`src/hw/rtl/iso_ep_pkg.sv`:
```
`default_nettype none

package iso_ep_pkg;

  // Input word: one character of the timestamp string
  typedef struct packed {
    logic [7:0] text_char;
    logic       is_last;
  } in_word_t;

  // Output word: validity and epoch time in milliseconds
  typedef struct packed {
    logic        valid_res;
    logic [47:0] unix_ms;
  } out_word_t;

  // Parse phases
  typedef enum logic [3:0] {
    PH_YEAR   = 4'd0,
    PH_MONTH  = 4'd1,
    PH_DAY    = 4'd2,
    PH_HOUR   = 4'd3,
    PH_MINUTE = 4'd4,
    PH_SECOND = 4'd5,
    PH_FRAC   = 4'd6,
    PH_DONE   = 4'd7
  } phase_t;

  // Controller states
  typedef enum logic [2:0] {
    S_PARSE,
    S_LEAP,
    S_CHECK,
    S_ERA,
    S_DOE,
    S_DAYS,
    S_SECS,
    S_LOAD
  } state_t;

  // Commands from controller to datapath
  typedef struct packed {
    logic step;
    logic leap_en;
    logic chk_en;
    logic era_en;
    logic doe_en;
    logic days_en;
    logic secs_en;
    logic load;
  } ctrl_cmd_t;

  // Characters
  localparam logic [7:0] CH_ZERO  = 8'h30;
  localparam logic [7:0] CH_NINE  = 8'h39;
  localparam logic [7:0] CH_DASH  = 8'h2D;
  localparam logic [7:0] CH_T     = 8'h54;
  localparam logic [7:0] CH_COLON = 8'h3A;
  localparam logic [7:0] CH_DOT   = 8'h2E;
  localparam logic [7:0] CH_Z     = 8'h5A;

  // Range limits
  localparam logic [13:0] YEAR_MIN = 14'd1970;
  localparam logic [13:0] YEAR_MAX = 14'd9999;

  // x / 100 == (x * DIV100_MUL) >> DIV100_SH for all 14-bit x
  localparam int          DIV100_W   = 13;
  localparam logic [12:0] DIV100_MUL = 13'd5243;
  localparam int          DIV100_SH  = 19;
  localparam int          PROD_W     = 14 + DIV100_W;

  // Calendar constants
  localparam logic [17:0] ERA_DAYS     = 18'd146097;
  localparam logic [21:0] EPOCH_SHIFT  = 22'd719468;
  localparam logic [16:0] SECS_PER_DAY = 17'd86400;

  // Saturation bound of each numeric field
  function automatic logic [13:0] field_bound(input phase_t ph);
    logic [13:0] b;
    case (ph)
      PH_YEAR:   b = 14'd9999;
      PH_MONTH:  b = 14'd12;
      PH_DAY:    b = 14'd31;
      PH_HOUR:   b = 14'd23;
      default:   b = 14'd59;
    endcase
    return b;
  endfunction

  // Separator that closes each field before the seconds
  function automatic logic [7:0] field_sep(input phase_t ph);
    logic [7:0] s;
    case (ph)
      PH_YEAR:  s = CH_DASH;
      PH_MONTH: s = CH_DASH;
      PH_DAY:   s = CH_T;
      default:  s = CH_COLON;
    endcase
    return s;
  endfunction

  // Length of a month in a common year
  function automatic logic [4:0] month_len(input logic [3:0] m);
    logic [4:0] l;
    case (m)
      4'd2:    l = 5'd28;
      4'd4:    l = 5'd30;
      4'd6:    l = 5'd30;
      4'd9:    l = 5'd30;
      4'd11:   l = 5'd30;
      default: l = 5'd31;
    endcase
    return l;
  endfunction

  // Days from March 1 to the first of the month, year starting in March
  function automatic logic [8:0] mar_offset(input logic [3:0] m);
    logic [8:0] o;
    case (m)
      4'd3:    o = 9'd0;
      4'd4:    o = 9'd31;
      4'd5:    o = 9'd61;
      4'd6:    o = 9'd92;
      4'd7:    o = 9'd122;
      4'd8:    o = 9'd153;
      4'd9:    o = 9'd184;
      4'd10:   o = 9'd214;
      4'd11:   o = 9'd245;
      4'd12:   o = 9'd275;
      4'd1:    o = 9'd306;
      4'd2:    o = 9'd337;
      default: o = 9'd0;
    endcase
    return o;
  endfunction

endpackage

`default_nettype wire

```
`src/hw/rtl/iso_ep_ctrl.sv`:
```
`default_nettype none

module iso_ep_ctrl (
  input  wire logic                  clk,
  input  wire logic                  rst_n,
  input  wire logic                  in_valid,
  input  wire logic                  in_last,
  input  wire logic                  out_stall,
  output logic                       in_stall,
  output logic                       out_valid,
  output iso_ep_pkg::ctrl_cmd_t      cmd
);

  iso_ep_pkg::state_t state_r, state_nxt;
  logic               out_valid_r, out_valid_nxt;
  logic               accept;
  logic               out_free;

  assign accept   = in_valid && (state_r == iso_ep_pkg::S_PARSE);
  assign out_free = !out_valid_r || !out_stall;

  // Next state
  always_comb begin
    state_nxt = state_r;
    case (state_r)
      iso_ep_pkg::S_PARSE: if (accept && in_last) state_nxt = iso_ep_pkg::S_LEAP;
      iso_ep_pkg::S_LEAP:  state_nxt = iso_ep_pkg::S_CHECK;
      iso_ep_pkg::S_CHECK: state_nxt = iso_ep_pkg::S_ERA;
      iso_ep_pkg::S_ERA:   state_nxt = iso_ep_pkg::S_DOE;
      iso_ep_pkg::S_DOE:   state_nxt = iso_ep_pkg::S_DAYS;
      iso_ep_pkg::S_DAYS:  state_nxt = iso_ep_pkg::S_SECS;
      iso_ep_pkg::S_SECS:  state_nxt = iso_ep_pkg::S_LOAD;
      iso_ep_pkg::S_LOAD:  if (out_free) state_nxt = iso_ep_pkg::S_PARSE;
      default:             state_nxt = iso_ep_pkg::S_PARSE;
    endcase
  end

  // Outputs
  always_comb begin
    cmd         = '0;
    in_stall    = 1'b1;
    case (state_r)
      iso_ep_pkg::S_PARSE: begin
        in_stall = 1'b0;
        cmd.step = accept;
      end
      iso_ep_pkg::S_LEAP:  cmd.leap_en = 1'b1;
      iso_ep_pkg::S_CHECK: cmd.chk_en  = 1'b1;
      iso_ep_pkg::S_ERA:   cmd.era_en  = 1'b1;
      iso_ep_pkg::S_DOE:   cmd.doe_en  = 1'b1;
      iso_ep_pkg::S_DAYS:  cmd.days_en = 1'b1;
      iso_ep_pkg::S_SECS:  cmd.secs_en = 1'b1;
      iso_ep_pkg::S_LOAD:  cmd.load    = out_free;
      default: ;
    endcase
    out_valid_nxt = cmd.load || (out_valid_r && out_stall);
  end

  assign out_valid = out_valid_r;

  always_ff @(posedge clk) begin
    if (!rst_n) begin
      state_r     <= iso_ep_pkg::S_PARSE;
      out_valid_r <= 1'b0;
    end else begin
      state_r     <= state_nxt;
      out_valid_r <= out_valid_nxt;
    end
  end

endmodule

`default_nettype wire

```
`src/hw/rtl/iso_ep_dp.sv`:
```
`default_nettype none

module iso_ep_dp (
  input  wire logic                  clk,
  input  wire logic                  rst_n,
  input  wire iso_ep_pkg::in_word_t  in_word,
  input  wire iso_ep_pkg::ctrl_cmd_t cmd,
  output iso_ep_pkg::out_word_t      out_word
);

  localparam int PROD_W_L = iso_ep_pkg::PROD_W;

  // Parser state
  iso_ep_pkg::phase_t phase_r, phase_nxt;
  logic [13:0] acc_r,    acc_nxt;
  logic [13:0] year_r,   year_nxt;
  logic [3:0]  month_r,  month_nxt;
  logic [4:0]  day_r,    day_nxt;
  logic [4:0]  hour_r,   hour_nxt;
  logic [5:0]  minute_r, minute_nxt;
  logic [5:0]  second_r, second_nxt;
  logic [9:0]  milli_r,  milli_nxt;
  logic [1:0]  fcnt_r,   fcnt_nxt;
  logic        seen_r,   seen_nxt;
  logic        err_r,    err_nxt;

  // Conversion registers
  logic [7:0]  qy_r;
  logic        ok_r;
  logic [13:0] yp_r;
  logic [7:0]  q_r;
  logic [17:0] doe_r;
  logic [5:0]  era_r;
  logic [21:0] days_r;
  logic [37:0] secs_r;
  iso_ep_pkg::out_word_t out_r;

  // Character decode
  logic [7:0]  c;
  logic        is_digit;
  logic [7:0]  cdiff;
  logic [3:0]  d;
  logic [16:0] acc_next;
  logic [13:0] bound;

  assign c        = in_word.text_char;
  assign is_digit = (c >= iso_ep_pkg::CH_ZERO) && (c <= iso_ep_pkg::CH_NINE);
  assign cdiff    = c - iso_ep_pkg::CH_ZERO;
  assign d        = cdiff[3:0];
  assign acc_next = 17'(17'(acc_r) * 17'd10) + 17'(d);
  assign bound    = iso_ep_pkg::field_bound(phase_r);

  // Parse one character; cleared after the result is loaded
  always_comb begin
    phase_nxt  = phase_r;
    acc_nxt    = acc_r;
    year_nxt   = year_r;
    month_nxt  = month_r;
    day_nxt    = day_r;
    hour_nxt   = hour_r;
    minute_nxt = minute_r;
    second_nxt = second_r;
    milli_nxt  = milli_r;
    fcnt_nxt   = fcnt_r;
    seen_nxt   = seen_r;
    err_nxt    = err_r;
    if (cmd.load) begin
      phase_nxt  = iso_ep_pkg::PH_YEAR;
      acc_nxt    = '0;
      year_nxt   = '0;
      month_nxt  = '0;
      day_nxt    = '0;
      hour_nxt   = '0;
      minute_nxt = '0;
      second_nxt = '0;
      milli_nxt  = '0;
      fcnt_nxt   = '0;
      seen_nxt   = 1'b0;
      err_nxt    = 1'b0;
    end else if (cmd.step && !err_r) begin
      case (phase_r)
        iso_ep_pkg::PH_YEAR, iso_ep_pkg::PH_MONTH, iso_ep_pkg::PH_DAY,
        iso_ep_pkg::PH_HOUR, iso_ep_pkg::PH_MINUTE, iso_ep_pkg::PH_SECOND: begin
          if (is_digit) begin
            if (acc_next > 17'(bound)) begin
              acc_nxt = bound;
              err_nxt = 1'b1;
            end else begin
              acc_nxt = acc_next[13:0];
            end
            seen_nxt = 1'b1;
          end else if (!seen_r) begin
            err_nxt = 1'b1;
          end else if ((phase_r != iso_ep_pkg::PH_SECOND) &&
                       (c != iso_ep_pkg::field_sep(phase_r))) begin
            err_nxt = 1'b1;
          end else if ((phase_r == iso_ep_pkg::PH_SECOND) &&
                       (c != iso_ep_pkg::CH_DOT) && (c != iso_ep_pkg::CH_Z)) begin
            err_nxt = 1'b1;
          end else begin
            // field closed: store it and move on
            case (phase_r)
              iso_ep_pkg::PH_YEAR:   year_nxt   = acc_r;
              iso_ep_pkg::PH_MONTH:  month_nxt  = acc_r[3:0];
              iso_ep_pkg::PH_DAY:    day_nxt    = acc_r[4:0];
              iso_ep_pkg::PH_HOUR:   hour_nxt   = acc_r[4:0];
              iso_ep_pkg::PH_MINUTE: minute_nxt = acc_r[5:0];
              default:               second_nxt = acc_r[5:0];
            endcase
            acc_nxt  = '0;
            seen_nxt = 1'b0;
            if (phase_r != iso_ep_pkg::PH_SECOND) begin
              phase_nxt = iso_ep_pkg::phase_t'(phase_r + 4'd1);
            end else if (c == iso_ep_pkg::CH_DOT) begin
              phase_nxt = iso_ep_pkg::PH_FRAC;
            end else begin
              phase_nxt = iso_ep_pkg::PH_DONE;
            end
          end
        end
        iso_ep_pkg::PH_FRAC: begin
          if (is_digit) begin
            if (fcnt_r != 2'd3) begin
              milli_nxt = 10'(milli_r * 10'd10) + 10'(d);
              fcnt_nxt  = fcnt_r + 2'd1;
            end
            seen_nxt = 1'b1;
          end else if ((c == iso_ep_pkg::CH_Z) && seen_r) begin
            // pad to three digits
            case (fcnt_r)
              2'd1:    milli_nxt = 10'(milli_r * 10'd100);
              2'd2:    milli_nxt = 10'(milli_r * 10'd10);
              default: milli_nxt = milli_r;
            endcase
            fcnt_nxt  = 2'd3;
            seen_nxt  = 1'b0;
            phase_nxt = iso_ep_pkg::PH_DONE;
          end else begin
            err_nxt = 1'b1;
          end
        end
        default: err_nxt = 1'b1;
      endcase
    end
  end

  always_ff @(posedge clk) begin
    if (!rst_n) begin
      phase_r  <= iso_ep_pkg::PH_YEAR;
      acc_r    <= '0;
      year_r   <= '0;
      month_r  <= '0;
      day_r    <= '0;
      hour_r   <= '0;
      minute_r <= '0;
      second_r <= '0;
      milli_r  <= '0;
      fcnt_r   <= '0;
      seen_r   <= 1'b0;
      err_r    <= 1'b0;
    end else begin
      phase_r  <= phase_nxt;
      acc_r    <= acc_nxt;
      year_r   <= year_nxt;
      month_r  <= month_nxt;
      day_r    <= day_nxt;
      hour_r   <= hour_nxt;
      minute_r <= minute_nxt;
      second_r <= second_nxt;
      milli_r  <= milli_nxt;
      fcnt_r   <= fcnt_nxt;
      seen_r   <= seen_nxt;
      err_r    <= err_nxt;
    end
  end

  // Leap-year and range check
  logic [PROD_W_L-1:0] qy_prod;
  logic [13:0] ry;
  logic        leap;
  logic [5:0]  lim;
  logic        ok_c;

  assign qy_prod = PROD_W_L'(year_r) * PROD_W_L'(iso_ep_pkg::DIV100_MUL);
  assign ry      = year_r - 14'(qy_r * 14'd100);
  assign leap    = (year_r[1:0] == 2'd0) && ((ry != 14'd0) || (qy_r[1:0] == 2'd0));
  assign lim     = 6'(iso_ep_pkg::month_len(month_r)) +
                   6'((month_r == 4'd2) && leap);
  assign ok_c    = !err_r && (phase_r == iso_ep_pkg::PH_DONE) &&
                   (year_r >= iso_ep_pkg::YEAR_MIN) && (year_r <= iso_ep_pkg::YEAR_MAX) &&
                   (month_r >= 4'd1) && (month_r <= 4'd12) &&
                   (day_r >= 5'd1) && (6'(day_r) <= lim);

  // Era and day of era
  logic [PROD_W_L-1:0] q_prod;
  logic [13:0] rq;
  logic [8:0]  yoe;
  logic [9:0]  doy;
  logic [17:0] doe_c;

  assign q_prod = PROD_W_L'(yp_r) * PROD_W_L'(iso_ep_pkg::DIV100_MUL);
  assign rq     = yp_r - 14'(q_r * 14'd100);
  assign yoe    = 9'(q_r[1:0] * 9'd100) + rq[8:0];
  assign doy    = 10'(iso_ep_pkg::mar_offset(month_r)) + 10'(day_r) - 10'd1;
  assign doe_c  = 18'(yoe * 18'd365) + 18'(yoe[8:2]) - 18'(q_r[1:0]) + 18'(doy);

  // Conversion pipeline, one step per command
  always_ff @(posedge clk) begin
    if (cmd.leap_en) begin
      qy_r <= 8'(qy_prod >> iso_ep_pkg::DIV100_SH);
    end
    if (cmd.chk_en) begin
      ok_r <= ok_c;
      yp_r <= year_r - 14'(month_r <= 4'd2);
    end
    if (cmd.era_en) begin
      q_r <= 8'(q_prod >> iso_ep_pkg::DIV100_SH);
    end
    if (cmd.doe_en) begin
      doe_r <= doe_c;
      era_r <= q_r[7:2];
    end
    if (cmd.days_en) begin
      days_r <= 22'(22'(era_r) * 22'(iso_ep_pkg::ERA_DAYS)) + 22'(doe_r) -
                iso_ep_pkg::EPOCH_SHIFT;
    end
    if (cmd.secs_en) begin
      secs_r <= 38'(38'(days_r) * 38'(iso_ep_pkg::SECS_PER_DAY)) +
                38'(38'(hour_r) * 38'd3600) + 38'(38'(minute_r) * 38'd60) +
                38'(second_r);
    end
    if (cmd.load) begin
      out_r.valid_res <= ok_r;
      out_r.unix_ms   <= ok_r ? (48'(48'(secs_r) * 48'd1000) + 48'(milli_r)) : 48'd0;
    end
  end

  assign out_word = out_r;

endmodule

`default_nettype wire

```
`src/hw/rtl/iso8601_utc_to_epoch_ms.sv`:
```
// Throughput: one character per cycle while parsing; after the last one, in_stall holds
// input off while the date conversion runs and while out_stall holds back the result.
// The conversion runs as a chain of registered steps (leap, check, era, day of era,
// days, seconds, load), some of which hold more than one multiply.
// Reset (rst_n low, synchronous) returns the parser to the start of the year field
// and clears the output valid flag.
`default_nettype none

module iso8601_utc_to_epoch_ms (
  input  wire logic                  clk,
  input  wire logic                  rst_n,
  input  wire logic                  in_valid,
  output logic                       in_stall,
  input  wire iso_ep_pkg::in_word_t  in_word,
  output logic                       out_valid,
  input  wire logic                  out_stall,
  output iso_ep_pkg::out_word_t      out_word
);

  iso_ep_pkg::ctrl_cmd_t cmd;

  // Sequencer
  iso_ep_ctrl u_ctrl (
    .clk       (clk),
    .rst_n     (rst_n),
    .in_valid  (in_valid),
    .in_last   (in_word.is_last),
    .out_stall (out_stall),
    .in_stall  (in_stall),
    .out_valid (out_valid),
    .cmd       (cmd)
  );

  // Parser and conversion datapath
  iso_ep_dp u_dp (
    .clk      (clk),
    .rst_n    (rst_n),
    .in_word  (in_word),
    .cmd      (cmd),
    .out_word (out_word)
  );

endmodule

`default_nettype wire
```
`config.mk`:
```
export PLATFORM = sky130hd
export DESIGN_NAME = iso8601_utc_to_epoch_ms
export DESIGN_NICKNAME = d
export VERILOG_FILES = /design/src/hw/rtl/iso_ep_pkg.sv /design/src/hw/rtl/iso_ep_ctrl.sv /design/src/hw/rtl/iso_ep_dp.sv /design/src/hw/rtl/iso8601_utc_to_epoch_ms.sv
export SDC_FILE = /design/constraint.sdc
export NUM_CORES = 2
export LEC_CHECK = 0
export ABC_AREA = 0
export BUFFER_PORTS_ARGS = -buffer_cell sky130_fd_sc_hd__buf_4
export CORE_AREA = 2 2 269 271
export DETAILED_ROUTE_END_ITERATION = 12
export DIE_AREA = 0 0 271 273
export GPL_ROUTABILITY_DRIVEN = 0
export PLACE_DENSITY_LB_ADDON = 0.2
export SLEW_MARGIN = 10
export SYNTH_ARGS = -nofsm -noshare
export SYNTH_HDL_FRONTEND = slang
export SYNTH_SLANG_ARGS = --single-unit
```
`constraint.sdc`:
```
create_clock -name clk -period 7.4 [get_ports clk]
set_input_delay 2.22 -clock clk [delete_from_list [all_inputs] [get_ports clk]]
set_output_delay 2.22 -clock clk [all_outputs]
set_load 0.02 [all_outputs]
```
### After elaboration in Yosys (flattened, before gate mapping)

Memories as Yosys holds them, arrays and structs flattened. A register that Yosys moved wholly into a read port is not among the register bits.
Index checks and enable logic that the tools add are counted.

* $add $sub $neg: 21
* multiply operators: 14
* $lt $le $gt $ge: 10
* equal/unequal tests: 43
* muxes and demuxes: 58
* bitwise logic cells: 5
* reductions and logical operators: 51

Operator list (number)
* 14-bit 2-to-1 mux: 5
* 14-bit case mux with 4 select lines: 1
* 14-bit by 13-bit multiplier with 27-bit output (second input constant): 2
* 48-bit by 10-bit adder with 48-bit output: 1
* 38-bit by 7-bit multiplier with 45-bit output (second input constant): 1
* 7-bit AND reduction: 6
* 8-bit 2-to-1 mux: 5
* 38-bit by 12-bit adder with 38-bit output: 1
* 38-bit by 17-bit adder with 38-bit output: 1
* 38-bit by 6-bit adder with 38-bit output: 1
* 4-bit 2-to-1 mux: 9
* 22-bit by 10-bit multiplier with 31-bit output (second input constant): 1
* 10-bit 2-to-1 mux: 3
* 4-bit by 3-bit equality test with 1-bit output (second input constant): 6
* 3-bit case mux with 8 select lines: 1
* 1-bit 2-to-1 mux: 23
* 22-bit by 18-bit adder with 22-bit output: 1
* 6-bit by 18-bit multiplier with 22-bit output (second input constant): 1
* 22-bit by 20-bit subtractor with 22-bit output (second input constant): 1
* 10-bit case mux with 2 select lines: 1
* 18-bit by 10-bit adder with 18-bit output: 1
* 18-bit by 7-bit adder with 18-bit output: 1
* 1-bit logical AND: 18
* 9-bit by 9-bit multiplier with 18-bit output (second input constant): 1
* 74 further kinds: 110

* bits in registers: 240
* ROM bits: 144
* output and inout port bits: 51
* logic and storage cells: 227
* memories kept: 1

Memories
* (name not given): depth 16, width 9, rd ports 1, clocked after Yosys merged registers in 1, write ports 0, RTL line iso_ep_pkg.sv:119 `case (m)`

### Logic depth before layout (Yosys ltp)

* depth after elaboration: 14
* depth in mapped cells: 31

### Cells and area by module

From an unflattened synthesis, not the netlist that was laid out.

* cell total of the unflattened synthesis: 3968
* area, all modules: 38401.8 um^2

By module, submodules not included
* iso_ep_dp: instances 1, cells an instance 3937, area each 38146.6 um^2, sequential area each 6546.3 um^2
* iso_ep_ctrl: instances 1, cells an instance 31, area each 255.2 um^2, sequential area each 80.1 um^2

### Least setup slack after synthesis

No wires, ideal clock.

* path kind: register to register
* start point: register u_dp.q_r[1]
* end point: register u_dp.doe_r[17] (data pin)
* setup time: 260 ps
* arrival time: 7313 ps
* required time: 7140 ps
* slack: -173 ps
* stages on the path, launching flop included: 30
* buffers on the path: 0
* path through: edfxtp_1 > ha_1 > ha_1 > ha_1 > inv_1 > fa_1 > inv_1 > fa_1 > xor2_1 > xnor2_1 > xnor2_1 > xnor2_1 > xor2_1 > inv_1 > fa_1 > inv_1 > fa_1 > inv_1 > fa_1 > inv_1 > fa_1 > ha_1 > a21oi_1 > nand2b_1 > a21boi_0 > o31a_1 > o41ai_1 > o2111ai_1 > a21oi_1 > xnor2_1

* word-level cells in the longest chain between the ends: 7
* elaborated cells on any way between the ends: 8
* classes of those cells: add/sub (5); mul (3)

RTL lines
* from (decl): RTL line iso_ep_dp.sv:31 `logic [7:0] q_r;`
* from (signal assigned): RTL line iso_ep_dp.sv:217 `q_r <= 8'(q_prod >> iso_ep_pkg::DIV100_SH);`
* 8-bit by 5-bit multiplier with 7-bit output: RTL line iso_ep_dp.sv:202 `assign rq = yp_r - 14'(q_r * 14'd100);`
* 9-bit subtractor: RTL line iso_ep_dp.sv:202
* 9-bit adder: RTL line iso_ep_dp.sv:203 `assign yoe = 9'(q_r[1:0] * 9'd100) + rq[8:0];`
* 9-bit by 9-bit multiplier with 18-bit output: RTL line iso_ep_dp.sv:205 `assign doe_c = 18'(yoe * 18'd365) + 18'(yoe[8:2]) - 18'(q_r[1:0]) + 18'(doy);`
* 18-bit by 7-bit adder with 18-bit output: RTL line iso_ep_dp.sv:205
* 18-bit by 2-bit subtractor with 18-bit output *: RTL line iso_ep_dp.sv:205
* 18-bit by 10-bit adder with 18-bit output *: RTL line iso_ep_dp.sv:205
* net u_dp.doe_c[17]: RTL line iso_ep_dp.sv:199 `logic [17:0] doe_c;`
* to (signal assigned): RTL line iso_ep_dp.sv:220 `doe_r <= doe_c;`
* to (decl): RTL line iso_ep_dp.sv:32 `logic [17:0] doe_r;`

Mark *: on every way through the listed nets, which the timed path passes. The rest lies on a longest branch.
A chain may end at the register's enable or synchronous reset.

### Worst setup path in the final report

Same ends and word-level chain as after synthesis.

==> impl_metrics.json <==
{
  "synth_area_leader_cell": "ha_1",
  "period_share_pct": 98.5,
  "skew_ns": 0.0344,
  "cts_buffers": 34,
  "drv_slew": 0,
  "use_met1_pct": 26.6,
  "final_util_pct": 59.0,
  "ys.flop_type": "edfxtp_1",
  "overflow": 0,
  "num_vias": 26800,
  "crit_path_start_kind": "register",
  "start_util_pct": 54.5,
  "gr-usage-met3_pct": 2.28,
  "layout_commonest_cell": "inv_1",
  "ant_nets": 0,
  "first_pass_iters": 5,
  "busiest_layer": "met2",
  "relSlewSlack_pct": 33.8,
  "syn_nets": 5219,
  "cp_slowest_cell": "fa_1",
  "routed_wl_um": 74700,
  "drc": 0,
  "ys_types": 84,
  "post-route-min-period_ns": 7.29,
  "cpPeakStageDelay_ns": 0.55,
  "yosys-top-cells-area": "ha_1, fa_1, edfxtp_1",
  "wl_per_cell_um": 14.6,
  "drtIter0Drc": 1102,
  "grt_max_degree": 62,
  "cp-end-kind": "register",
  "maxCapViolations": 0,
  "diodes": 0,
  "final_cell_mix": "inv_1, ha_1, fa_1",
  "critPathArrivalTime_ns": 7.56,
  "finalHoldViolations": 0,
  "crit_type": "reg2reg",
  "nNetsFinal": 5319,
  "worst-path-max-fanout": 3,
  "tightest_slew_ns": 0.992,
  "status": "complete, no violations",
  "grt_pass1_wl_um": 129000,
  "clock_tree.buffer_depth": 3,
  "fillCellCount": 6168,
  "hold_path.class": "reg2reg",
  "synth_top_family_by_area": "adder cells",
  "grt_pass1_vias": 27400,
  "cts.reportedPaths.clkPinSlew_ns": 0.05,
  "synth_fa_ha_area_share_pct": 46.2,
  "viasPerCell": 5.25,
  "cts_tree": "done",
  "synth_edf_count": 164,
  "setup_viol": 0,
  "hold_buffers": 0,
  "crit_top_cell": "fa_1",
  "yosys.area_share.simple_pct": 10.4,
  "muxShareOfSynthArea_pct": 1.39,
  "layout-drive-gt1-share_pct": 5.91,
  "area_delta_synth_final_pct": 8.26,
  "die_h_um": 273,
  "synthXorXnorAreaFrac_pct": 5.98,
  "dieWidth_um": 271,
  "grtUsageMet2_pct": 37.7,
  "cts-root-buf": "clkbuf_16",
  "fp-row-count": 98,
  "core_um2": 71000,
  "avgSynthCellArea_um2": 9.58,
  "clock-sinks": 249,
  "io_buffers": 63,
  "htreeDepth": 2,
  "cp.required_ns": 7.67,
  "achievable-frequency_ghz": 0.137,
  "clock_latency_ns": 0.56,
  "synth_top_area_share_pct": 23.8,
  "syn_area_um2": 38700,
  "detailed_place_hpwl_um": 63300,
  "antenna_found_initial": 0,
  "dieArea_um2": 74000,
  "ys.warnings.count": 0,
  "synth-async-reset-ratio_pct": 0,
  "postSynthCellCount": 4038,
  "synth_seq_cells": 249,
  "io_pins": 64,
  "globalRouteTotalUtil_pct": 20.8,
  "rsz0062_at_grt": "true",
  "synth_compound_area_share_pct": 10.3,
  "yosysSeqAreaShare_pct": 17.1
}
through the flow:
stage | TNS, ns | setup slack [ns] | hold WS, ns | instances | instance area, um2
6_report | 0 | 0.112 | 0.446 | 5112 | 41900
5_1_grt | -0.968 | -0.244 | 0.458 | 5112 | 41900
4_1_cts | 0 | 0.0141 | 0.456 | 5107 | 41700
3_5_place_dp | -0.125 | -0.0762 | 0.443 | 5035 | 40500
3_3_place_gp | -0.0244 | -0.0244 | 0.435 | 5035 | 40500
2_1_floorplan | 0 | 0.0369 | 0.400 | 4038 | 38700
worst max-delay path, delay by kind of cell, from the launching register on:
family / cells / cell delay (ns)
fa+ha+maj: 10 / 3.98
compound gates: 6 / 1.23
xor+xnor: 6 / 0.95
flops: 1 / 0.42
buf+inv: 6 / 0.32
simple gates: 1 / 0.14
flip-flops by register name, indices dropped and copies added, names as in the netlist, 5 cells and up, named ones only:
name           cells
u_dp.second_r      6
u_dp.q_r           8
u_dp.days_r       22
u_dp.acc_r        14
u_dp.yp_r         14
u_dp.secs_r       38
u_dp.doe_r        18
u_dp.out_word     49
u_dp.era_r         6
u_dp.hour_r        5
u_dp.day_r         5
u_dp.qy_r          8
u_dp.minute_r      6
u_dp.milli_r      10
u_dp.year_r       14
per-layer routing:
layer	vias up	wire length, um
met3	92	2050
met1	12800	33900
li1	13700	-
met5	-	0
met2	255	37300
met4	0	1520
cell type report:
class                   count  area [um2]  area share, %
well taps                 950        1190           2.84
clock inverters            12         133          0.317
flip-flops and latches    249        6630           15.8
clock buffers              48         978           2.34
repair buffers            119         897           2.14
multi-input cells        2904       28900           69.1
inverters                 830        3120           7.45
what timing repair did:
action	CTS	global route
gates resized for setup	6	30
endpoints found under the setup margin	2	8
pin swaps	6	26
setup buffers	12	5
synth_stat cells (all sizes together), types with 18 or more instances:
master,instances
xor2,74
and2,32
nor2,224
nand3,62
inv,830
clkbuf,51
a31oi,21
nor4,20
a21oi,190
fa,431
a211oi,37
nor2b,36
mux2i,48
ha,737
a21o,66
o21ai,98
and3,28
nand2b,39
nand4,30
o211ai,18
xnor2,190
nand2,185
o21a,23
edfxtp,164
dfxtp,85
o21bai,34
nor3,63
cells by family after synthesis:
group	after synthesis
DFF	249
and+or+nand+nor	809
buffers and inverters	885
other	1
AOI/OAI and AO/OA	610
muxes	52
xor gates and xnor gates	264
adders and majority gates	1168
final timing paths:
check / depth (start not counted) / startpoint / to / slack [ns]
worst max-delay path: 29 / u_dp.q_r[1] / u_dp.doe_r[17] / 0.11
worst min-delay path: 0 / u_dp.q_r[7] / u_dp.era_r[5] / 0.45
worst max register to register: 29 / u_dp.q_r[1] / u_dp.doe_r[17] / 0.11
worst min register to register: 0 / u_dp.q_r[7] / u_dp.era_r[5] / 0.45
Power is not shown: default switching activity piles up to over one toggle a cycle in this logic, so the estimate is an artifact.
